<file path="config.mk">
export PLATFORM = sky130hd
export DESIGN_NAME = quoted_argument_unescaper
export DESIGN_NICKNAME = d
export VERILOG_FILES = /design/src/rtl/qau_pkg.sv /design/src/rtl/quoted_argument_unescaper.sv
export SDC_FILE = /design/constraint.sdc
export NUM_CORES = 1
export LEC_CHECK = 0
export BUFFER_PORTS_ARGS = -buffer_cell sky130_fd_sc_hd__buf_4
export CORE_UTILIZATION = 50
export CTS_CLUSTER_SIZE = 25
export DETAILED_ROUTE_END_ITERATION = 10
export GPL_ROUTABILITY_DRIVEN = 0
export GPL_TIMING_DRIVEN = 1
export PLACE_DENSITY = 0.69
export SYNTH_ARGS = -nofsm -noshare
export SYNTH_HDL_FRONTEND = slang
export SYNTH_SLANG_ARGS = --single-unit
export TNS_END_PERCENT = 20
</file>
<file path="constraint.sdc">
create_clock -name clk -period 5.27 [get_ports clk]
set_input_delay 1.054 -clock clk [delete_from_list [all_inputs] [get_ports clk]]
set_output_delay 1.054 -clock clk [all_outputs]
set_load 0.02 [all_outputs]
</file>
<file path="src/rtl/qau_pkg.sv">
// Shared types, character codes and the hex digit decoder for the argument unescaper.
`default_nettype none

package qau_pkg;

    // Result kinds
    typedef logic [1:0] kind_t;
    localparam kind_t KIND_CHAR = 2'd0;
    localparam kind_t KIND_DONE = 2'd1;
    localparam kind_t KIND_ERR  = 2'd2;

    // Characters the decoder reacts to
    localparam logic [7:0] CH_NUL   = 8'h00;
    localparam logic [7:0] CH_QUOTE = 8'h22;
    localparam logic [7:0] CH_COMMA = 8'h2C;
    localparam logic [7:0] CH_BSL   = 8'h5C;
    localparam logic [7:0] CH_N     = 8'h6E;
    localparam logic [7:0] CH_R     = 8'h72;
    localparam logic [7:0] CH_T     = 8'h74;
    localparam logic [7:0] CH_X     = 8'h78;
    localparam logic [7:0] CH_LF    = 8'h0A;
    localparam logic [7:0] CH_CR    = 8'h0D;
    localparam logic [7:0] CH_TAB   = 8'h09;

    // Decoded hex digit: valid flag and nibble value
    typedef struct packed {
        logic       valid;
        logic [3:0] value;
    } hex_digit_t;

    // Map an ASCII hex digit of either case to its value
    function automatic hex_digit_t hex_decode(input logic [7:0] c);
        hex_digit_t d;
        d.valid = 1'b0;
        d.value = 4'd0;
        if (c >= 8'h30 && c <= 8'h39)
        begin
            d.valid = 1'b1;
            d.value = 4'(c - 8'h30);
        end
        else if (c >= 8'h61 && c <= 8'h66)
        begin
            d.valid = 1'b1;
            d.value = 4'(c - 8'h57);
        end
        else if (c >= 8'h41 && c <= 8'h46)
        begin
            d.valid = 1'b1;
            d.value = 4'(c - 8'h37);
        end
        return d;
    endfunction

endpackage

`default_nettype wire

</file>
<file path="src/rtl/quoted_argument_unescaper.sv">
// Streaming decoder for one quoted or plain command argument, one byte per item.
//
// Usage: input bytes arrive on the s_* stream, one argument byte per item. The
// first byte picks the mode (a double quote opens a quoted argument). Each
// decoded character leaves on the m_* stream with kind CHAR; the end of the
// argument gives one DONE item carrying the consumed byte count and decoded
// length, and a malformed escape, bad hex digit or missing close quote gives
// one ERR item. After DONE or ERR the decoder is idle for the next argument.
// Bytes that only advance the parse (opening or closing quote, backslash, x,
// first hex digit) give no output item; the byte after a closing quote always
// gives DONE.
// Throughput: one item per cycle while s_tready is high; the decode state
// machine updates in the cycle an item is accepted. A result is held in the
// output register, or in the skid stage while the output register waits.
// Stall: an output register plus skid stage (two entries) keeps s_tready high
// while one result waits; s_tready drops only when both entries are full.
// Reset: rst_n clears the parse state and empties both output entries.
`default_nettype none

module quoted_argument_unescaper #(
    parameter int MAX_CHARS = 128
) (
    input  wire logic        clk,
    input  wire logic        rst_n,
    // Input stream
    input  wire logic        s_tvalid,
    output logic             s_tready,
    input  wire logic [7:0]  s_tdata,   // [7:0] char_byte
    // Result stream
    output logic             m_tvalid,
    input  wire logic        m_tready,
    output logic [31:0]      m_tdata,   // [7:0] out_byte, [17:8] consumed, [25:18] length
    output logic [1:0]       m_tuser    // [1:0] kind
);

    localparam int CW  = $clog2(MAX_CHARS + 1);
    localparam int BW  = $clog2(4 * MAX_CHARS + 4);
    localparam int CWX = (CW > 8) ? CW : 8;
    localparam int BWX = (BW > 10) ? BW : 10;

    localparam logic [2:0] PH_IDLE   = 3'd0;
    localparam logic [2:0] PH_BODY   = 3'd1;
    localparam logic [2:0] PH_ESC    = 3'd2;
    localparam logic [2:0] PH_HEX1   = 3'd3;
    localparam logic [2:0] PH_HEX2   = 3'd4;
    localparam logic [2:0] PH_AFTERQ = 3'd5;

    typedef struct packed {
        logic [7:0]    length;
        logic [9:0]    consumed;
        logic [7:0]    out_byte;
        qau_pkg::kind_t kind;
    } result_t;

    logic [2:0]    phase_reg, phase_next;
    logic          quoted_reg, quoted_next;
    logic [3:0]    hex_hi_reg, hex_hi_next;
    logic [CW-1:0] char_count_reg, char_count_next;
    logic [BW-1:0] byte_count_reg, byte_count_next;

    logic          out_valid_reg, out_valid_next;
    logic          skid_valid_reg, skid_valid_next;
    result_t       out_reg, out_next;
    result_t       skid_reg, skid_next;

    logic          in_fire;
    logic          res_valid;
    result_t       res;
    logic [7:0]    c;
    qau_pkg::hex_digit_t hex_d;

    assign c        = s_tdata;
    assign hex_d    = qau_pkg::hex_decode(c);
    assign s_tready = !skid_valid_reg;
    assign in_fire  = s_tvalid && s_tready;

    // Decode one byte: next parse state and at most one result
    always_comb
    begin
        logic          q_eff;
        logic          at_end;
        logic          do_char;
        logic          do_done;
        logic          do_err;
        logic [7:0]    ch;
        logic [CWX-1:0] cc_ext;
        logic [BWX-1:0] bc_ext;

        phase_next      = phase_reg;
        quoted_next     = quoted_reg;
        hex_hi_next     = hex_hi_reg;
        char_count_next = char_count_reg;
        byte_count_next = byte_count_reg;
        do_char = 1'b0;
        do_done = 1'b0;
        do_err  = 1'b0;
        ch      = 8'd0;
        q_eff   = quoted_reg;
        at_end  = 1'b0;
        cc_ext  = '0;
        bc_ext  = '0;

        unique case (phase_reg)
            PH_IDLE, PH_BODY:
            begin
                phase_next = PH_BODY;
                if (phase_reg == PH_IDLE && c == qau_pkg::CH_QUOTE)
                begin
                    quoted_next     = 1'b1;
                    byte_count_next = BW'(1);
                end
                else
                begin
                    if (phase_reg == PH_IDLE)
                    begin
                        q_eff       = 1'b0;
                        quoted_next = 1'b0;
                    end
                    at_end = (char_count_reg >= CW'(MAX_CHARS)) || (c == qau_pkg::CH_NUL) ||
                             (q_eff ? (c == qau_pkg::CH_QUOTE) : (c == qau_pkg::CH_COMMA));
                    if (at_end)
                    begin
                        if (q_eff)
                        begin
                            if (c != qau_pkg::CH_QUOTE)
                                do_err = 1'b1;
                            else
                            begin
                                byte_count_next = byte_count_reg + BW'(1);
                                phase_next      = PH_AFTERQ;
                            end
                        end
                        else
                        begin
                            if (c == qau_pkg::CH_COMMA)
                                byte_count_next = byte_count_reg + BW'(1);
                            do_done = 1'b1;
                        end
                    end
                    else if (c == qau_pkg::CH_BSL)
                    begin
                        byte_count_next = byte_count_reg + BW'(1);
                        phase_next      = PH_ESC;
                    end
                    else
                    begin
                        do_char = 1'b1;
                        ch      = c;
                    end
                end
            end
            PH_ESC:
            begin
                phase_next = PH_BODY;
                unique case (c)
                    qau_pkg::CH_N:     begin do_char = 1'b1; ch = qau_pkg::CH_LF;  end
                    qau_pkg::CH_R:     begin do_char = 1'b1; ch = qau_pkg::CH_CR;  end
                    qau_pkg::CH_T:     begin do_char = 1'b1; ch = qau_pkg::CH_TAB; end
                    qau_pkg::CH_QUOTE: begin do_char = 1'b1; ch = qau_pkg::CH_QUOTE; end
                    qau_pkg::CH_BSL:   begin do_char = 1'b1; ch = qau_pkg::CH_BSL; end
                    qau_pkg::CH_X:
                    begin
                        byte_count_next = byte_count_reg + BW'(1);
                        phase_next      = PH_HEX1;
                    end
                    default:           do_err = 1'b1;
                endcase
            end
            PH_HEX1:
            begin
                if (!hex_d.valid)
                    do_err = 1'b1;
                else
                begin
                    hex_hi_next     = hex_d.value;
                    byte_count_next = byte_count_reg + BW'(1);
                    phase_next      = PH_HEX2;
                end
            end
            PH_HEX2:
            begin
                phase_next = PH_BODY;
                if (!hex_d.valid)
                    do_err = 1'b1;
                else
                begin
                    do_char = 1'b1;
                    ch      = {hex_hi_reg, hex_d.value};
                end
            end
            PH_AFTERQ:
            begin
                if (c == qau_pkg::CH_COMMA)
                    byte_count_next = byte_count_reg + BW'(1);
                do_done = 1'b1;
            end
            default:
            begin
                phase_next      = PH_IDLE;
                quoted_next     = 1'b0;
                hex_hi_next     = 4'd0;
                char_count_next = '0;
                byte_count_next = '0;
            end
        endcase

        // Count an emitted character
        if (do_char)
        begin
            char_count_next = char_count_reg + CW'(1);
            byte_count_next = byte_count_reg + BW'(1);
        end

        // Saturate the reported counts to their field widths
        cc_ext = CWX'(char_count_reg);
        bc_ext = BWX'(byte_count_next);

        res_valid    = do_char || do_done || do_err;
        res.kind     = do_done ? qau_pkg::KIND_DONE :
                       (do_err ? qau_pkg::KIND_ERR : qau_pkg::KIND_CHAR);
        res.out_byte = do_char ? ch : 8'd0;
        res.consumed = do_done ? ((bc_ext > BWX'(1023)) ? 10'h3FF : bc_ext[9:0]) : 10'd0;
        res.length   = do_done ? ((cc_ext > CWX'(255)) ? 8'hFF : cc_ext[7:0]) : 8'd0;

        // Drop back to idle after the argument ends or on an error
        if (do_done || do_err)
        begin
            phase_next      = PH_IDLE;
            quoted_next     = 1'b0;
            hex_hi_next     = 4'd0;
            char_count_next = '0;
            byte_count_next = '0;
        end
    end

    // Parse state advances only on an accepted item
    always_ff @(posedge clk or negedge rst_n)
    begin
        if (!rst_n)
        begin
            phase_reg      <= PH_IDLE;
            quoted_reg     <= 1'b0;
            hex_hi_reg     <= 4'd0;
            char_count_reg <= '0;
            byte_count_reg <= '0;
        end
        else if (in_fire)
        begin
            phase_reg      <= phase_next;
            quoted_reg     <= quoted_next;
            hex_hi_reg     <= hex_hi_next;
            char_count_reg <= char_count_next;
            byte_count_reg <= byte_count_next;
        end
    end

    // Output register with skid stage
    always_comb
    begin
        logic out_free;
        out_free        = !out_valid_reg || m_tready;
        out_valid_next  = out_valid_reg;
        skid_valid_next = skid_valid_reg;
        out_next        = out_reg;
        skid_next       = skid_reg;
        if (out_free)
        begin
            if (skid_valid_reg)
            begin
                out_next        = skid_reg;
                out_valid_next  = 1'b1;
                skid_valid_next = 1'b0;
                if (in_fire && res_valid)
                begin
                    skid_next       = res;
                    skid_valid_next = 1'b1;
                end
            end
            else
            begin
                out_next       = res;
                out_valid_next = in_fire && res_valid;
            end
        end
        else if (in_fire && res_valid)
        begin
            skid_next       = res;
            skid_valid_next = 1'b1;
        end
    end

    always_ff @(posedge clk or negedge rst_n)
    begin
        if (!rst_n)
        begin
            out_valid_reg  <= 1'b0;
            skid_valid_reg <= 1'b0;
        end
        else
        begin
            out_valid_reg  <= out_valid_next;
            skid_valid_reg <= skid_valid_next;
        end
    end

    // Payload registers, no reset
    always_ff @(posedge clk)
    begin
        out_reg  <= out_next;
        skid_reg <= skid_next;
    end

    assign m_tvalid = out_valid_reg;
    assign m_tuser  = out_reg.kind;
    assign m_tdata  = {6'd0, out_reg.length, out_reg.consumed, out_reg.out_byte};

`ifndef ASSERT_OFF
    // Skid entry is only used behind a waiting output entry
    a_skid_behind_out: assert property (@(posedge clk) disable iff (!rst_n)
        skid_valid_reg |-> out_valid_reg)
        else $error("skid entry valid while output entry empty");

    // Character count never passes the limit
    a_char_limit: assert property (@(posedge clk) disable iff (!rst_n)
        char_count_reg <= CW'(MAX_CHARS))
        else $error("character count beyond limit");

    // Character results carry no counts, and no unused kind appears
    a_char_fields: assert property (@(posedge clk) disable iff (!rst_n)
        m_tvalid |-> ((m_tuser == qau_pkg::KIND_CHAR && m_tdata[25:8] == 18'd0) ||
                      (m_tuser == qau_pkg::KIND_DONE && m_tdata[7:0] == 8'd0) ||
                      (m_tuser == qau_pkg::KIND_ERR && m_tdata[25:0] == 26'd0)))
        else $error("result fields inconsistent with kind");
`endif

endmodule

`default_nettype wire
</file>
## Word-level counts from Yosys, hierarchy flattened

Index checks and enable logic that the tools add are counted.

- Register bits after elaboration: 84
- Input port bits: 12
- Output and inout port bits: 36
- Word-level logic and storage cells: 151

- Add/subtract/negate cells: 5
- $lt $le $gt $ge: 9
- Equal/unequal tests: 19
- Multiplexer cells: 75
- Reductions and logical operators: 28

Operators with widths:

| cell | number |
|---|---|
| two-way mux 10 bit | 12 |
| two-way mux 28 bit | 4 |
| two-way mux 8 bit | 10 |
| case mux 10 bit (5 select lines) | 1 |
| equality test 8 x 7 -> 1 bit (second input constant) | 5 |
| case mux 7 bit (5 select lines) | 1 |
| two-way mux 1 bit | 25 |
| case mux 8 bit (3 select lines) | 1 |
| two-way mux 3 bit | 6 |
| equality test 8 x 6 -> 1 bit (second input constant) | 2 |
| greater-or-equal comparator 8 x 7 -> 1 bit (second input constant) | 2 |
| less-or-equal comparator 8 x 7 -> 1 bit (second input constant) | 2 |
| two-way mux 5 bit | 3 |
| case mux 3 bit (5 select lines) | 1 |
| OR reduction 6 bit | 2 |
| adder 10 x 1 -> 10 bit (second input constant) | 1 |
| greater-than comparator 10 bit (second input constant) | 1 |
| OR reduction 5 bit | 2 |
| adder 8 x 1 -> 8 bit (second input constant) | 1 |
| greater-or-equal comparator 8 x 6 -> 1 bit (second input constant) | 1 |
| greater-or-equal comparator 8 bit (second input constant) | 1 |
| greater-than comparator 8 bit (second input constant) | 1 |
| less-or-equal comparator 8 x 6 -> 1 bit (second input constant) | 1 |
| logical NOT 8 bit | 1 |
| other kinds (24) | 49 |

## Depth between registers and ports, before layout

- Word-level depth: 16
- Gate-level depth with buffers: 12
- Depth with buffers taken out: 10

## Least setup slack after synthesis

No wires, ideal clock.

- Path kind: input -> register
- Start: in s_tdata[0]
- End: reg skid_reg[0] in the netlist's numbering, enable pin
- Library setup time: 0.454 ns
- Arrival: 4.773 ns
- Required time: 4.816 ns
- Path slack: 0.043 ns
- Stages on the path: 8
- Path buffers: 0
- Cells stage by stage: inv_1 > ha_1 > or3b_1 > and3_1 > o32a_1 > o21ai_2 > or3_1 > nor3b_1

RTL lines:

| item | line | RTL |
|---|---|---|
| start, declared | quoted_argument_unescaper.sv:28 | `input wire logic [7:0] s_tdata,` |
| end signal, assigned | quoted_argument_unescaper.sv:310 | `skid_reg <= skid_next;` |
| end, declared | quoted_argument_unescaper.sv:64 | `result_t skid_reg, skid_next;` |

==> metrics <==
status finished clean; vias in the first global route just over 4000; Synth Instances 521; CTS tree built; core area 9860 sq um; CP endpoint kind flip-flop; Die Span Y 104 um; syn avg cell area 9.89 sq um; Die ar. 10700 sq um; layout overhead on the synthesized area 10.6%; largest family of logic cells by synthesized area simple AND/OR/NAND/NOR gates; Top FF cell, synth edfxtp_1; Yosys reg bits 84; Synth Area in Adders 2.19%; Resized Gates After CTS 0; Worst path most repeated cell buf_4; Reg clk slew, reported paths around 80 ps; placed cell count 670; worst-skew pair later-pin latency 350 ps; GR Overflow Total 0; GR Util All Layers 25.4%; compound-cell area share of the yosys netlist 19.7%; Starting Density 52.2%; mux share of post-synthesis cell area 3.89%; actual slew at the worst max-slew pin 1140 ps; max FFs per register 28; synth warn 0; initial antenna violation count 0; number of setup violations in the final report 0; most frequent cells in the layout edfxtp_1, nand2_1, buf_4, o21ai_0, nor2_1; Post-Synthesis Cell Area a little over 5000 sq um; Leak 2.19 nW; Pins Over Slew Limit 0; Root Driver clkbuf_8; Port Buffer Count 41; largest net degree at the start of global routing 32; Post-CTS Hold Fix Bufs 0; CP cell instances buf_4 -> inv_1 -> ha_1 -> or3b_1 -> and3_1 -> o21ai_0 -> o211ai_4 -> or3_1 -> nor3b_2 -> buf_4; P per Cell Area a little over 300 nW/um^2; first-pass GRT wire length 21700 um; achievable frequency ~240 MHz; Post-CTS Setup Repair Bufs 0; drt pass-1 iters 5; Post-synth EDFFs 56; post-synthesis sequential area ratio 46.2%; Hold Crit Class reg -> reg; Final min period 4100 ps; Async S/R FF share, synth around a third; Final Cycle Share 77.8%; hpwl dp 9460 um; Net count, final roughly 570; slowest CP cell o21ai_0; # DRC 0; DR WL/cell around 19 um; Fin. Hold Viols 0; Setup TNS 0 ps; Antenna diodes 0; CP Max Fanout 28; Hold Worst Slack 508 ps; Core Rows 36; Setup Skew 10.0 ps; chip width 104 um; library cells used by synthesis between 70 and 80; unrepaired setup endpoints after global routing false; via/cell ratio 6.41; CTS H-Tree Depth 3; ANT nets after route 0; final core utilization 57.8%; WS Path Type in -> reg; Bufs and invs on worst path 3; Post-Synth Simple-Gate Area between 20% and 30%; CP delay by family, top simple AND/OR/NAND/NOR gates; startpoint types input port; leading cell type in the layout, fill and taps excluded edfxtp_1; non-filler cells, final between 600 and 700; final WL 13200 um; IO Pins 48; via count 4399; max-cap violations 0; post-synthesis xor/xnor area fraction 2.72%; Worst IR Drop VDD around 0.11 mV; Iteration-0 DRC Markers 411; clock sink count 84; Critical Path AT 4170 ps; layout cell share with drive strength beyond 1 16.6%; Longest Clk Path Bufs 2; Critical Path Max Stage Delay 590 ps; Required @ worst endpoint between 5000 and 6000 ps; total CTS buffers 9; Max-Slew Margin vs Limit 24.2%
==> worst reg2reg max path, stage by stage, from the launching register on <==
cell and delay [ps]:
dfrtp_1 560, inv_1 170, ha_1 240, inv_1 140
a31oi_1 610, nand4_2 360, o211ai_4 600, or3_1 210
nor3b_2 150, buf_4 380
==> synthesized netlist by cell type (14+ instances only) <==
master / instances / share of area (%)
a21oi_1: 21 / 2.0
nand3_1: 25 / 2.4
inv_1: 18 / 1.3
clkbuf_1: 14 / 1.0
mux2_2: 16 / 3.5
o21ai_0: 36 / 3.5
dfrtp_1: 28 / 14
nor2_1: 35 / 2.6
nand2_1: 49 / 3.6
o31ai_1: 17 / 2.5
edfxtp_1: 56 / 33
nor3_1: 14 / 1.4
==> kinds of logic (layout without fill, tap and decap cells) <==
| group | after synthesis | in the layout |
|---|---|---|
| simple gates | 191 | 191 |
| compound gates | 148 | 148 |
| flops | 84 | 84 |
| buf+inv | 54 | 81 |
| mux | 18 | 18 |
| xor+xnor | 16 | 16 |
| fa+ha+maj | 9 | 9 |
| other cells | 1 | 6 |
==> final cells by class <==
type	instances	area [sq um]
clock inverter	7	73.8
tap	133	166
clock buffer	9	124
inverter	20	87.6
sequential	84	2380
multi-input combinational	388	2530
timing repair buffer	45	338
fill	852	4170
==> worst paths after layout <==
kind | startpoint | endpoint | slack [ps] | cells past startpoint
worst max-delay path | s_tdata[0] | skid_reg[5] | 1170 | 10
worst min-delay path | hex_hi_reg[2] | hex_hi_reg[2] | 510 | 2
worst max register to register | phase_reg[1] | skid_reg[5] | 1510 | 9
worst min register to register | hex_hi_reg[2] | hex_hi_reg[2] | 510 | 2
max in group asynchronous | rst_n | skid_valid_reg | 4340 | 1
min in group asynchronous | rst_n | byte_count_reg[7] | 620 | 1
==> routing by layer <==
| layer | wire length [um] | share of wire, % | vias up | global-route usage [%] |
|---|---|---|---|---|
| met5 | 0 | 0 | - | 0 |
| met4 | 282 | 2.1 | 0 | 9.32 |
| met3 | 1080 | 8.2 | 24 | 3.46 |
| met2 | 5970 | 45 | 236 | 38.8 |
| met1 | 5870 | 44 | 2108 | 37.0 |
| li1 | - | - | 2031 | - |
==> where the power goes <==
part	switching [W]	leakage (nW)	internal (W)	total, W
clock	0.000247	0.102	0.000222	0.000469
combinational	0.000230	1.17	0.000157	0.000387
sequential	0.0000998	0.918	0.000785	0.000885
total	0.000577	2.19	0.00116	0.00174
==> metrics by stage <==
stage / total power, W / cell area (sq um) / setup WS (ps)
floorplan: 0.00115 / 5170 / 43.2
global placement: 0.00127 / 5500 / 964
detailed placement: 0.00128 / 5500 / 870
CTS: 0.00174 / 5700 / 1220
global route: 0.00183 / 5700 / 1030
finish: 0.00174 / 5700 / 1170
Note: power is estimated with default switching activity, not from simulation.
